<file path="config.mk">
export PLATFORM = sky130hd
export DESIGN_NAME = chroma_upsample_row_filter_flat
export DESIGN_NICKNAME = d
export VERILOG_FILES = /design/src/design/chrup_pkg.sv /design/src/design/chrup_in_if.sv /design/src/design/chrup_out_if.sv /design/src/design/chrup_filter.sv /design/src/design/chroma_upsample_row_filter.sv /design/src/flat_wrapper.sv
export SDC_FILE = /design/constraint.sdc
export NUM_CORES = 1
export LEC_CHECK = 0
export ABC_CLOCK_PERIOD_IN_PS = 18270
export BUFFER_PORTS_ARGS = -buffer_cell sky130_fd_sc_hd__buf_2
export CAP_MARGIN = 25
export CORE_MARGIN = 4
export CORE_UTILIZATION = 23
export DETAILED_ROUTE_END_ITERATION = 8
export HOLD_SLACK_MARGIN = 0.05
export PLACE_DENSITY_LB_ADDON = 0.12
export SLEW_MARGIN = 20
export SYNTH_ARGS = -nofsm -noshare
export SYNTH_HDL_FRONTEND = slang
export SYNTH_SLANG_ARGS = --single-unit
</file>
<file path="constraint.sdc">
create_clock -name i_clk -period 18.27 [get_ports i_clk]
set_clock_uncertainty 0.1 [all_clocks]
set_input_delay 0 -clock i_clk [delete_from_list [all_inputs] [get_ports i_clk]]
set_output_delay 0 -clock i_clk [all_outputs]
set_load 0.005 [all_outputs]
</file>
<file path="src/design/chrup_pkg.sv">
// ----------------------------------------------------------------------------
// chrup_pkg
// Types and constants shared by the chroma upsample row filter.
// ----------------------------------------------------------------------------
package chrup_pkg;

    localparam int RESID_W = 16;
    localparam int PIX_W   = 14;
    localparam int DEPTH_W = 4;
    localparam int SUM_W   = 20;
    localparam int FRAC_SHIFT = 4;

    typedef logic signed [RESID_W-1:0] t_resid;
    typedef logic        [PIX_W-1:0]   t_pix;
    typedef logic        [DEPTH_W-1:0] t_depth;

    localparam t_depth BIT_DEPTH_RESET = t_depth'(8);
    localparam t_depth BIT_DEPTH_MIN   = t_depth'(8);
    localparam t_depth BIT_DEPTH_MAX   = t_depth'(14);
    localparam logic signed [SUM_W-1:0] ROUND_BIAS = SUM_W'(8);

    typedef struct packed {
        t_resid a0;
        t_resid b0;
        t_resid a1;
        t_resid b1;
        t_pix   base_even;
        t_pix   base_odd;
    } t_column;

endpackage

</file>
<file path="src/design/chrup_in_if.sv">
// ----------------------------------------------------------------------------
// chrup_in_if
// Input channel: one residual column with its base samples per transaction.
// ----------------------------------------------------------------------------
interface chrup_in_if;
    import chrup_pkg::*;

    logic   valid;
    logic   ready;
    t_resid near_next;
    t_resid far_next;
    t_pix   base_even;
    t_pix   base_odd;
    logic   row_start;

    modport source (
        output valid, near_next, far_next, base_even, base_odd, row_start,
        input  ready
    );
    modport sink (
        input  valid, near_next, far_next, base_even, base_odd, row_start,
        output ready
    );
endinterface

</file>
<file path="src/design/chrup_out_if.sv">
// ----------------------------------------------------------------------------
// chrup_out_if
// Output channel: one pair of upsampled, clipped samples per transaction.
// ----------------------------------------------------------------------------
interface chrup_out_if;
    import chrup_pkg::*;

    logic valid;
    logic ready;
    t_pix out_even;
    t_pix out_odd;

    modport source (output valid, out_even, out_odd, input ready);
    modport sink   (input  valid, out_even, out_odd, output ready);
endinterface

</file>
<file path="src/design/chrup_filter.sv">
// ----------------------------------------------------------------------------
// chrup_filter
// 9-3-3-1 weighted sum, rounding shift, base add and clip for one column pair.
// ----------------------------------------------------------------------------
module chrup_filter (
    input  chrup_pkg::t_column i_col,
    input  chrup_pkg::t_depth  i_bit_depth,
    output chrup_pkg::t_pix    o_out_even,
    output chrup_pkg::t_pix    o_out_odd
);
    import chrup_pkg::*;

    localparam int SUM_OUT_W = PIX_W + 4;

    logic signed [SUM_W-1:0]     a0_x;
    logic signed [SUM_W-1:0]     b0_x;
    logic signed [SUM_W-1:0]     a1_x;
    logic signed [SUM_W-1:0]     b1_x;
    logic signed [SUM_W-1:0]     sum_even;
    logic signed [SUM_W-1:0]     sum_odd;
    logic signed [RESID_W-1:0]   v_even;
    logic signed [RESID_W-1:0]   v_odd;
    logic signed [SUM_OUT_W-1:0] t_even;
    logic signed [SUM_OUT_W-1:0] t_odd;
    logic signed [SUM_OUT_W-1:0] max_val;
    t_depth                      depth;

    function automatic t_pix clip(input logic signed [SUM_OUT_W-1:0] v,
                                  input logic signed [SUM_OUT_W-1:0] maxv);
        t_pix r;
        if (v < 0) begin
            r = '0;
        end else if (v > maxv) begin
            r = maxv[PIX_W-1:0];
        end else begin
            r = v[PIX_W-1:0];
        end
        return r;
    endfunction

    always_comb begin
        a0_x = SUM_W'(i_col.a0);
        b0_x = SUM_W'(i_col.b0);
        a1_x = SUM_W'(i_col.a1);
        b1_x = SUM_W'(i_col.b1);

        sum_even = (a0_x <<< 3) + a0_x + (a1_x <<< 1) + a1_x
                 + (b0_x <<< 1) + b0_x + b1_x + ROUND_BIAS;
        sum_odd  = (a1_x <<< 3) + a1_x + (a0_x <<< 1) + a0_x
                 + (b1_x <<< 1) + b1_x + b0_x + ROUND_BIAS;

        v_even = sum_even[SUM_W-1:FRAC_SHIFT];
        v_odd  = sum_odd[SUM_W-1:FRAC_SHIFT];

        if (i_bit_depth < BIT_DEPTH_MIN) begin
            depth = BIT_DEPTH_MIN;
        end else if (i_bit_depth > BIT_DEPTH_MAX) begin
            depth = BIT_DEPTH_MAX;
        end else begin
            depth = i_bit_depth;
        end
        max_val = $signed({4'b0, (PIX_W'(1) << depth) - PIX_W'(1)});

        t_even = $signed({4'b0, i_col.base_even}) + SUM_OUT_W'(v_even);
        t_odd  = $signed({4'b0, i_col.base_odd})  + SUM_OUT_W'(v_odd);

        o_out_even = clip(t_even, max_val);
        o_out_odd  = clip(t_odd, max_val);
    end

endmodule

</file>
<file path="src/design/chroma_upsample_row_filter.sv">
// ----------------------------------------------------------------------------
// chroma_upsample_row_filter
// 2x horizontal 9-3-3-1 upsampling of a residual row pair onto base luma.
// ----------------------------------------------------------------------------
// An accepted transaction passes the column register and then the result register on its way to o_out.
// One column per cycle while o_out.ready holds; the column register feeding the
// filter and the result register behind it hold their data under back-pressure.
// Row-start transactions only load the previous column and give no result.
// Reset clears both pipeline valids, the previous column and sets bit depth 8.
// ----------------------------------------------------------------------------
module chroma_upsample_row_filter (
    input  logic              i_clk,
    input  logic              i_rst_n,
    input  logic              i_cfg_wr_en,
    input  chrup_pkg::t_depth i_cfg_wr_data,
    chrup_in_if.sink          i_in,
    chrup_out_if.source       o_out
);
    import chrup_pkg::*;

    t_depth  r_bit_depth, n_bit_depth;
    t_resid  r_prev_near, n_prev_near;
    t_resid  r_prev_far,  n_prev_far;
    logic    r_s1_valid,  n_s1_valid;
    t_column r_s1,        n_s1;
    logic    r_out_valid, n_out_valid;
    t_pix    r_out_even,  n_out_even;
    t_pix    r_out_odd,   n_out_odd;

    logic    in_accept;
    logic    s1_ready;
    logic    s2_ready;
    t_pix    f_even;
    t_pix    f_odd;

    chrup_filter u_filter (
        .i_col       (r_s1),
        .i_bit_depth (r_bit_depth),
        .o_out_even  (f_even),
        .o_out_odd   (f_odd)
    );

    assign s2_ready   = !r_out_valid || o_out.ready;
    assign s1_ready   = !r_s1_valid || s2_ready;
    assign i_in.ready = s1_ready;
    assign in_accept  = i_in.valid && s1_ready;

    assign o_out.valid    = r_out_valid;
    assign o_out.out_even = r_out_even;
    assign o_out.out_odd  = r_out_odd;

    always_comb begin
        n_bit_depth = i_cfg_wr_en ? i_cfg_wr_data : r_bit_depth;
        n_prev_near = r_prev_near;
        n_prev_far  = r_prev_far;
        n_s1_valid  = r_s1_valid;
        n_s1        = r_s1;
        n_out_valid = r_out_valid;
        n_out_even  = r_out_even;
        n_out_odd   = r_out_odd;

        if (s1_ready) begin
            n_s1_valid = in_accept && !i_in.row_start;
        end
        if (in_accept) begin
            n_prev_near       = i_in.near_next;
            n_prev_far        = i_in.far_next;
            n_s1.a0           = r_prev_near;
            n_s1.b0           = r_prev_far;
            n_s1.a1           = i_in.near_next;
            n_s1.b1           = i_in.far_next;
            n_s1.base_even    = i_in.base_even;
            n_s1.base_odd     = i_in.base_odd;
        end

        if (s2_ready) begin
            n_out_valid = r_s1_valid;
            if (r_s1_valid) begin
                n_out_even = f_even;
                n_out_odd  = f_odd;
            end
        end
    end

    always_ff @(posedge i_clk) begin
        if (!i_rst_n) begin
            r_bit_depth <= BIT_DEPTH_RESET;
            r_prev_near <= '0;
            r_prev_far  <= '0;
            r_s1_valid  <= 1'b0;
            r_out_valid <= 1'b0;
        end else begin
            r_bit_depth <= n_bit_depth;
            r_prev_near <= n_prev_near;
            r_prev_far  <= n_prev_far;
            r_s1_valid  <= n_s1_valid;
            r_out_valid <= n_out_valid;
        end
    end

    always_ff @(posedge i_clk) begin
        r_s1       <= n_s1;
        r_out_even <= n_out_even;
        r_out_odd  <= n_out_odd;
    end

    a_load_column: assert property (@(posedge i_clk) disable iff (!i_rst_n)
        in_accept && !i_in.row_start |=> r_s1_valid && r_s1.a0 == $past(r_prev_near))
        else $error("column stage not loaded after a result transaction");

    a_keep_prev: assert property (@(posedge i_clk) disable iff (!i_rst_n)
        in_accept |=> r_prev_near == $past(i_in.near_next)
                   && r_prev_far == $past(i_in.far_next))
        else $error("previous column not updated on transaction");

    a_hold_stage: assert property (@(posedge i_clk) disable iff (!i_rst_n)
        r_s1_valid && !s2_ready |=> r_s1_valid && $stable(r_s1))
        else $error("column stage lost while result stalled");

    a_drop_start: assert property (@(posedge i_clk) disable iff (!i_rst_n)
        in_accept && i_in.row_start |=> !r_s1_valid)
        else $error("row start transaction produced a result");

endmodule
</file>
<file path="src/flat_wrapper.sv">
// flat-port wrapper written by rule: the top's interface ports become plain ports
module chroma_upsample_row_filter_flat import chrup_pkg::*;
  (i_clk, i_rst_n, i_cfg_wr_en, i_cfg_wr_data, i_in_valid, i_in_near_next, i_in_far_next, i_in_base_even, i_in_base_odd, i_in_row_start, i_in_ready, o_out_valid, o_out_out_even, o_out_out_odd, o_out_ready);
  chrup_in_if i_in_i ();
  chrup_out_if o_out_i ();
  input  logic i_clk;
  input  logic i_rst_n;
  input  logic i_cfg_wr_en;
  input  chrup_pkg::t_depth i_cfg_wr_data;
  input wire logic [$bits(i_in_i.valid)-1:0] i_in_valid;
  input wire logic [$bits(i_in_i.near_next)-1:0] i_in_near_next;
  input wire logic [$bits(i_in_i.far_next)-1:0] i_in_far_next;
  input wire logic [$bits(i_in_i.base_even)-1:0] i_in_base_even;
  input wire logic [$bits(i_in_i.base_odd)-1:0] i_in_base_odd;
  input wire logic [$bits(i_in_i.row_start)-1:0] i_in_row_start;
  output wire logic [$bits(i_in_i.ready)-1:0] i_in_ready;
  output wire logic [$bits(o_out_i.valid)-1:0] o_out_valid;
  output wire logic [$bits(o_out_i.out_even)-1:0] o_out_out_even;
  output wire logic [$bits(o_out_i.out_odd)-1:0] o_out_out_odd;
  input wire logic [$bits(o_out_i.ready)-1:0] o_out_ready;
  assign i_in_i.valid = i_in_valid;
  assign i_in_i.near_next = i_in_near_next;
  assign i_in_i.far_next = i_in_far_next;
  assign i_in_i.base_even = i_in_base_even;
  assign i_in_i.base_odd = i_in_base_odd;
  assign i_in_i.row_start = i_in_row_start;
  assign i_in_ready = i_in_i.ready;
  assign o_out_valid = o_out_i.valid;
  assign o_out_out_even = o_out_i.out_even;
  assign o_out_out_odd = o_out_i.out_odd;
  assign o_out_i.ready = o_out_ready;
  chroma_upsample_row_filter u_core (.i_clk(i_clk), .i_rst_n(i_rst_n), .i_cfg_wr_en(i_cfg_wr_en), .i_cfg_wr_data(i_cfg_wr_data), .i_in(i_in_i), .o_out(o_out_i));
endmodule
</file>
## After elaboration in Yosys (flattened, before gate mapping)

Index checks and enable logic that the tools add are counted.

- Register bits after elaboration: 158
- Input bits: 70
- Output and inout port bits: 30
- Word-level logic and storage cells: 49

- Add/subtract/negate cells: 17
- Magnitude comparators: 6
- Shift-type cells: 1
- Mux-type cells: 4
- Reductions and logical operators: 8

Operators by type and width:

| kind | number |
|---|---|
| 20-bit by 16-bit adder with 20-bit output | 6 |
| 20-bit by 17-bit adder with 20-bit output | 4 |
| 19-bit by 16-bit adder with 20-bit output | 2 |
| 20-bit by 5-bit adder with 20-bit output, second input constant | 2 |
| 15-bit by 16-bit adder with 17-bit output | 2 |
| 17-bit by 15-bit > comparator with 1-bit output | 2 |
| 17-bit by 1-bit < comparator with 1-bit output, second input constant | 2 |
| 14-bit two-way mux | 2 |
| 1-bit by 4-bit left shift with 14-bit output, first input constant | 1 |
| 14-bit by 2-bit subtractor with 14-bit output, second input constant | 1 |
| 4-bit two-way mux | 2 |
| 4-bit > comparator, second input constant | 1 |
| 4-bit < comparator, second input constant | 1 |
| 1-bit zero test | 3 |
| 1-bit logical AND | 2 |
| 1-bit logical OR | 2 |
| 2-bit AND reduction | 1 |

## Longest topological paths before layout

Gate-level depths: netlist of the first run.

- Depth after elaboration: 10
- Gate-level depth with buffers: 33
- Depth with buffers taken out: 32

## Modules after synthesis

Synthesis of the first run repeated with hierarchy kept, for this count alone.

- Cells, all modules: 1248
- Area, all modules: 13704.4 um^2

Modules (own cells, without submodules):

| module | times used | cells each | area each (um^2) | seq. area each (um^2) |
|---|---|---|---|---|
| chrup_filter | 1 | 966 | 8549.4 | 0.0 |
| chroma_upsample_row_filter | 1 | 282 | 5154.9 | 4364.2 |

## Worst setup path before layout of the first run

OpenSTA, ideal clock, no wires.

- Path type: register to register
- Start: reg u_core.r_s1[32] (netlist bit)
- End: reg u_core.r_out_odd[10], in the netlist u_core.o_out.out_odd[10], data pin
- Setup time: 279 ps
- Arrival time: 7329 ps
- Data required time: 17891 ps
- Path slack: 10562 ps
- Stages on the path, launching flop included: 31
- Buffers on the path: 0
- Clock period less this slack: 7708 ps
- Path through: edfxtp_1 -> inv_1 -> fa_1 -> inv_1 -> fa_1 -> fa_1 -> inv_1 -> fa_1 -> inv_1 -> ha_1 -> nor2b_1 -> o311a_1 -> o21ai_0 -> or4b_1 -> a21oi_1 -> xnor2_1 -> ha_1 -> nand2_1 -> a21oi_1 -> a211oi_1 -> o21ai_0 -> xnor2_1 -> inv_1 -> ha_1 -> and4_1 -> nand3_1 -> a211o_1 -> a221o_1 -> and3_1 -> a31oi_2 -> o32ai_1

- Word-level cells in the longest chain between the ends: 7
- Elaborated cells on any way between the ends: 8
- Those cells by class: add/sub: 5; order compare: 2; mux: 1

Ends and longest elaborated chain:

| what | line | source |
|---|---|---|
| start, declared | chroma_upsample_row_filter.sv:25 | `t_column r_s1, n_s1;` |
| start signal, assigned | chroma_upsample_row_filter.sv:102 | `r_s1 <= n_s1;` |
| 20-bit by 17-bit adder with 20-bit output | chrup_filter.sv:50 | `+ (b1_x <<< 1) + b1_x + b0_x + ROUND_BIAS;` |
| 20-bit by 16-bit adder with 20-bit output * (2 in a row) | chrup_filter.sv:50 |  |
| 20-bit by 5-bit adder with 20-bit output * | chrup_filter.sv:50 |  |
| 15-bit by 16-bit adder with 17-bit output * | chrup_filter.sv:65 | `t_odd = $signed({4'b0, i_col.base_odd}) + SUM_OUT_W'(v_odd);` |
| 17-bit by 15-bit > comparator with 1-bit output | chrup_filter.sv:33 | `end else if (v > maxv) begin` |
| 14-bit two-way mux | chrup_filter.sv:33 |  |
| end signal, assigned | chroma_upsample_row_filter.sv:104 | `r_out_odd <= n_out_odd;` |
| end, declared | chroma_upsample_row_filter.sv:28 | `t_pix r_out_odd, n_out_odd;` |

Mark *: on every way between the ends. The rest lies on a longest branch, timed or not.
A chain may end at the register's enable or synchronous reset.

## Final worst setup path of the first run

- Start: reg u_core.r_s1[80] (netlist bit)
- End: reg u_core.r_out_odd[4], in the netlist u_core.o_out.out_odd[4], data pin

- Word-level cells in the longest chain between the ends: 9
- Elaborated cells on any way between the ends: 10
- Those cells by class: add/sub: 7; order compare: 2; mux: 1

Ends and longest elaborated chain:

| what | line | source |
|---|---|---|
| 20-bit by 17-bit adder with 20-bit output | chrup_filter.sv:49 | `sum_odd = (a1_x <<< 3) + a1_x + (a0_x <<< 1) + a0_x` |
| 20-bit by 16-bit adder with 20-bit output * | chrup_filter.sv:49 |  |
| 20-bit by 17-bit adder with 20-bit output * | chrup_filter.sv:50 |  |
| 20-bit by 16-bit adder with 20-bit output * (2 in a row) | chrup_filter.sv:50 |  |
| 20-bit by 5-bit adder with 20-bit output * | chrup_filter.sv:50 |  |
| 15-bit by 16-bit adder with 17-bit output * | chrup_filter.sv:65 |  |
| 17-bit by 15-bit > comparator with 1-bit output | chrup_filter.sv:33 |  |
| 14-bit two-way mux | chrup_filter.sv:33 |  |

Marked as above.

==> results of run 1 <==
-- how the worst max path moves through the flow --
stage	endpoint	slack (ns)	cells past startpoint
after floorplan	u_core.o_out.out_odd[10]	10.56	30
after global placement	u_core.o_out.out_odd[13]	9.62	27
after detailed placement	u_core.o_out.out_odd[2]	9.57	27
after CTS	u_core.o_out.out_odd[2]	9.56	29
after global routing	u_core.o_out.out_odd[6]	8.86	29
final	u_core.o_out.out_odd[4]	9.60	29
-- metal layers --
layer	up-vias	GRT usage	wire length (um)
met5	-	0	0
met4	0	0.0385	597
met3	31	0.0191	987
met2	133	0.187	16500
met1	4451	0.154	17300
li1	4596	-	-
-- cell usage after synthesis, drive strengths merged (5+ instances only) --
master / count
inv: 273
fa: 159
ha: 131
edfxtp: 120
nand2: 91
a21oi: 47
xnor2: 41
a21boi: 40
dfxtp: 38
o21ai: 31
a21o: 27
nor2: 27
nor2b: 20
o21a: 17
xor2: 14
nand2b: 13
a211oi: 12
clkbuf: 12
nand3: 11
o32ai: 11
mux2: 10
nor3: 9
and3: 8
o31ai: 8
a211o: 6
o211ai: 6
o21bai: 6
a31oi: 5
and2: 5
mux2i: 5
-- registers in the layout (all words and copies together), names as in the netlist --
name                   count
u_core.o_out.out_even     14
u_core.o_out.out_odd      14
u_core.o_out.valid         1
u_core.r_bit_depth         4
u_core.r_prev_far         16
u_core.r_prev_near        16
u_core.r_s1               92
u_core.r_s1_valid          1
-- kinds of logic after synthesis --
family                     count (synthesis)  synth area share
AOI/OAI and AO/OA                        247             0.129
xor gates and xnor gates                  56            0.0366
and+or+nand+nor                          209            0.0743
buffers and inverters                    288            0.0790
adders and majority gates                290             0.350
DFF                                      158             0.317
other                                      2          0.000545
muxes                                     15            0.0132
-- critical path: cells and delay by family, from the launching register on --
| kind | cells | cell delay (ns) |
|---|---|---|
| adder cells (fa/ha/maj) | 7 | 2.82 |
| flip-flops | 1 | 0.46 |
| AND/OR/NAND/NOR | 4 | 0.91 |
| buffers and inverters | 5 | 0.39 |
| AO/OA/AOI/OAI | 11 | 3.20 |
| XOR/XNOR | 2 | 0.48 |
-- stage by stage --
step / utilization / instances
2_1_floorplan: - / 1273
3_3_place_gp: 0.258 / 2134
3_5_place_dp: 0.258 / 2134
4_1_cts: 0.281 / 2239
5_1_grt: 0.281 / 2239
6_report: 0.281 / 2239
-- what timing repair did --
item / CTS / global route
buffers inserted: 0 / 0
hold buffers: 73 / 0
hold endpoints to repair: 98 / 0
-- layout by cell type, fill, tap and decap left out, drive strengths merged, types with 4 or more instances in the layout --
| cell type | instances |
|---|---|
| xnor2 | 41 |
| fa | 159 |
| ha | 131 |
| conb | 10 |
| and2 | 5 |
| a221oi | 4 |
| mux2i | 5 |
| clkbuf | 18 |
| nand2b | 13 |
| and3 | 8 |
| nor2 | 27 |
| nand2 | 91 |
| a211oi | 12 |
| xor2 | 14 |
| a21boi | 40 |
| nor2b | 20 |
| o21ai | 31 |
| edfxtp | 120 |
| o21bai | 6 |
| dfxtp | 38 |
| bufinv | 4 |
| inv | 280 |
| a31oi | 5 |
| a21o | 27 |
| a21oi | 47 |
| a221o | 4 |
| buf | 103 |
| o21a | 17 |
| dlygate4sd3 | 73 |
| a211o | 6 |
| o31ai | 8 |
| nand3 | 11 |
| nand4 | 4 |
| nor3 | 9 |
| o32ai | 11 |
| o211ai | 6 |
| mux2 | 10 |
-- cell type report --
| class | count | area, um^2 | share of cell area |
|---|---|---|---|
| clock buffers | 18 | 439 | 0.0264 |
| clock inverters | 14 | 203 | 0.0122 |
| inverters | 273 | 1030 | 0.0618 |
| multi-input cells | 827 | 8350 | 0.503 |
| flip-flops and latches | 158 | 4360 | 0.263 |
| well taps | 773 | 967 | 0.0582 |
| repair buffers | 176 | 1260 | 0.0756 |
==> flow_summary.yaml, run 1 <==
synth:
  avgSynthCellArea_um2: 10.9
  synth_top_area_share: 0.262
  synth-edff-count: 120
  syn_area_mm2: 0.0138
  ys_warn_count: 0
  synth_cell_types: 75
  synth_ff_type: "edfxtp_1"
  synthTopCellsByArea: "edfxtp_1, fa_1, ha_1"
  seq_area_frac_synth: 0.317
  yosysTopAreaCell: "edfxtp_1"
  async_reset_ff_frac: 0
  syn_inst: 1265
  synth_seq_cells: 158
clock_network:
  cts.repair.resized: 0
  cts-buffers-inserted: 17
  clkTransAtPathRegs_ns: 0.07
  cts-htree-levels: 4
  cts_sinks: 158
  clk_path_buf_depth: 2
  tritoncts: "built"
  clkLatencyLatePin_ns: 0.48
  cts-root-buf: "clkbuf_16"
sta:
  tightest_slew_ns: 0.882
  fin_crit_sh: 0.475
  hold_ws_ns: 0.0889
  fmaxAchievable_ghz: 0.115
  fin_tns_setup_ns: 0
  worst_slack_ns: 9.60
  rsz0062_at_grt: "no"
  slew_headroom: 0.412
  setup_viol: 0
  final_max_slew_viol_count: 0
  period_minus_slack_ns: 8.67
  hold_viol: 0
critical_path:
  cp.arrival_ns: 8.76
  cp_data_required_time_ns: 18.36
  crit_fanout: 10
  reg2reg_depth: 29
  worstSetupPathType: "reg2reg"
  crit_start: "u_core.r_s1[80]"
  rr_startpoint: "u_core.r_s1[80]"
  crit_path_max_incr_delay_ns: 0.64
  r2r_setup_slack_ns: 9.60
  critPathMostFrequentCell: "inv_1"
  cp-end-kind: "register"
  slowest_stage: "o22ai_1"
  cp-start-kind: "register"
  r2r-end: "u_core.o_out.out_odd[4]"
job:
  max_cap_violations: 0
detailed_routing:
  drt-initial-drc-count: 433
  vias_per_cell: 4.11
  vias: 9211
  firstDrtPassIters: 4
  finalWirelength_um: 35300
  postRouteAntennaNets: 0
  drc: 0
  routedWlPerCell_um: 15.8
finish:
  drive_gt1_frac: 0.112
  fill_cells: 6180
  diodes: 0
  fin_area_mm2: 0.0166
  nNetsFinal: 1813
  area_growth_pct: 20.6
outcome:
  outcome: "completed"
global_route:
  grt_usage: 0.114
  grt_overflow: 0
  grt_pass1_vias: 9774
  antenna_found_initial: 1
  grt_max_degree: 65
  grt_pass1_wl_um: 55800
hold_path:
  whs_path_depth: 2
  worstHoldStart: "i_rst_n"
  min_to: "u_core.o_out.valid"
  holdCritPathClass: "in2reg"
floorplan:
  die_w_um: 253
  rows: 89
  chipHeight_um: 253
  dieArea_mm2: 0.0639
  core_area_mm2: 0.0591
  initial_core_util: 0.233
  ios: 100
place:
  post-place-ws_ns: 9.57
  place_congestion: 0.779
  io_buffers: 99
  placed_cell_area_mm2: 0.0152
  dp_hpwl_um: 29400
Power of run 1 is not shown: default switching activity piles up to over one toggle a cycle in this logic, so the estimate is an artifact.
==> run 2, diff against run 1 <==
- ABC_CLOCK_PERIOD_IN_PS: 18270 -> 7400
- clock period: 18.27 -> 7.4 ns (I/O delays scaled with it)
==> run 2 against run 1 <==
Net effect: the flow now finishes with violations (negative setup slack); global-route usage rose by 0.61 points; first-iteration DRC count down 19%; via count is 10% higher; worst setup slack got worse by 9.9 ns; non-clock buffer count is 239 higher; flip-flop and latch count is the same; clock-buffer cell count rose by 1.
==> flow_summary.yaml, run 2 (same netlist as run 1, synthesis figures left out) <==
sta:
  slew_headroom: 0.321
  setup_viol: 27
  hold_viol: 0
  fmaxAchievable_ghz: 0.131
  rsz0062_at_grt: "yes"
  period_minus_slack_ns: 7.66
  fin_crit_sh: 1.04
  tightest_slew_ns: 1.01
  worst_slack_ns: -0.263
  final_max_slew_viol_count: 0
floorplan:
  core_area_mm2: 0.0591
  initial_core_util: 0.233
  die_w_um: 253
  rows: 89
  dieArea_mm2: 0.0639
  chipHeight_um: 253
  ios: 100
clock_network:
  cts-htree-levels: 4
  clk_path_buf_depth: 2
  clkLatencyLatePin_ns: 0.49
  cts-buffers-inserted: 17
  cts-root-buf: "clkbuf_16"
  cts_sinks: 158
  tritoncts: "built"
  clkTransAtPathRegs_ns: 0.07
critical_path:
  cp.arrival_ns: 7.76
  critPathMostFrequentCell: "inv_2"
  crit_fanout: 5
  cp-start-kind: "register"
  cp_data_required_time_ns: 7.50
  slowest_stage: "fa_1"
  cp-end-kind: "register"
  r2r_setup_slack_ns: -0.26
  crit_path_max_incr_delay_ns: 0.57
  worstSetupPathType: "reg2reg"
global_route:
  grt_overflow: 0
  grt_pass1_wl_um: 59600
  grt_max_degree: 66
  grt_usage: 0.120
  grt_pass1_vias: 11010
  antenna_found_initial: 0
job:
  max_cap_violations: 0
detailed_routing:
  finalWirelength_um: 37200
  vias_per_cell: 4.09
  drt-initial-drc-count: 349
  firstDrtPassIters: 6
  drc: 0
  routedWlPerCell_um: 15.0
  postRouteAntennaNets: 0
  vias: 10145
finish:
  finalCoreUtilization: 0.329
  largest_reg_flops: 92
  area_growth_pct: 41.3
  reg_top3: "u_core.r_s1 x92, u_core.r_prev_far x16, u_core.r_prev_near x16"
  drive_gt1_frac: 0.325
  final_cell_mix: "inv_1, buf_4, fa_1"
  nNetsFinal: 2053
  regMostFlops: "u_core.r_s1"
  diodes: 0
  final_cells: 2479
  final_common_cell: "inv_1"
  fin_area_mm2: 0.0195
hold_path:
  holdCritPathClass: "in2reg"
place:
  place_congestion: 0.791
  dp.cells: 2318
  placed_cell_area_mm2: 0.0167
  io_buffers: 99
  dp_hpwl_um: 30400
outcome:
  violations: "negative setup slack"
  outcome: "finished, violations left"
## run 2: cell count changes in the layout (fill, tap and decap cells not counted), sizes merged
| cell | previous run | this run |
|---|---|---|
| clkinv | 2 | 3 |
| bufinv | 4 | 1 |
| clkbuf | 18 | 21 |
| a31oi | 5 | 6 |
| buf | 103 | 340 |
| clkinvlp | 1 | 2 |
## run 2: layer usage
layer  vias to the layer above  track usage  wire, um
met4                         0       0.0419       748
met3                        36       0.0272      1250
met1                      4926        0.156     17300
met5                         -            0         0
li1                       5077            -         -
met2                       106        0.198     17900
## run 2: final timing paths
path / end / cells after the start / from
max: u_core.o_out.out_odd[4] / 32 / u_core.r_s1[65]
min: u_core.r_s1[14] / 2 / i_in_base_even[0]
max reg2reg: u_core.o_out.out_odd[4] / 32 / u_core.r_s1[65]
min reg2reg: u_core.r_s1[87] / 0 / u_core.r_prev_near[11]
## run 2: final cells by class
| cell class | instances | area (um^2) |
|---|---|---|
| Clock buffer | 19 | 453 |
| Clock inverter | 13 | 128 |
| Fill cell | 5995 | 39700 |
| Inverter | 273 | 1030 |
| Multi-Input combinational cell | 828 | 9340 |
| Sequential cell | 158 | 4360 |
| Tap cell | 773 | 967 |
| Timing Repair Buffer | 415 | 3190 |
## run 2: worst max-delay path, delay by kind of cell (launching register included)
family          cells  cell delay [ns]
xor+xnor            2             0.34
compound gates     12             2.20
simple gates        2             0.69
buf+inv             9             0.92
flops               1             0.34
fa+ha+maj           7             2.78
## run 2: metrics by stage
| stage | hold slack [ns] | setup slack, ns | setup TNS (ns) |
|---|---|---|---|
| after detailed placement | 0.0781 | -0.766 | -13.38 |
| after CTS | 0.0796 | -0.293 | -5.81 |
| final | 0.123 | -0.263 | -4.82 |
| after floorplan | -0.00113 | 0.00374 | 0 |
| after global routing | 0.101 | -0.565 | -13.86 |
| after global placement | 0.0782 | -0.693 | -12.23 |
## run 2: what timing repair did
item                                   CTS  global route
buffers inserted                        39            17
endpoints found under the hold margin   98             0
hold buffers                            73             0
gates resized for setup                110            96
setup endpoints to repair               28            28
pin swaps                               67            69
cloned                                   2             1
Power of run 2 is left out for the same reason.
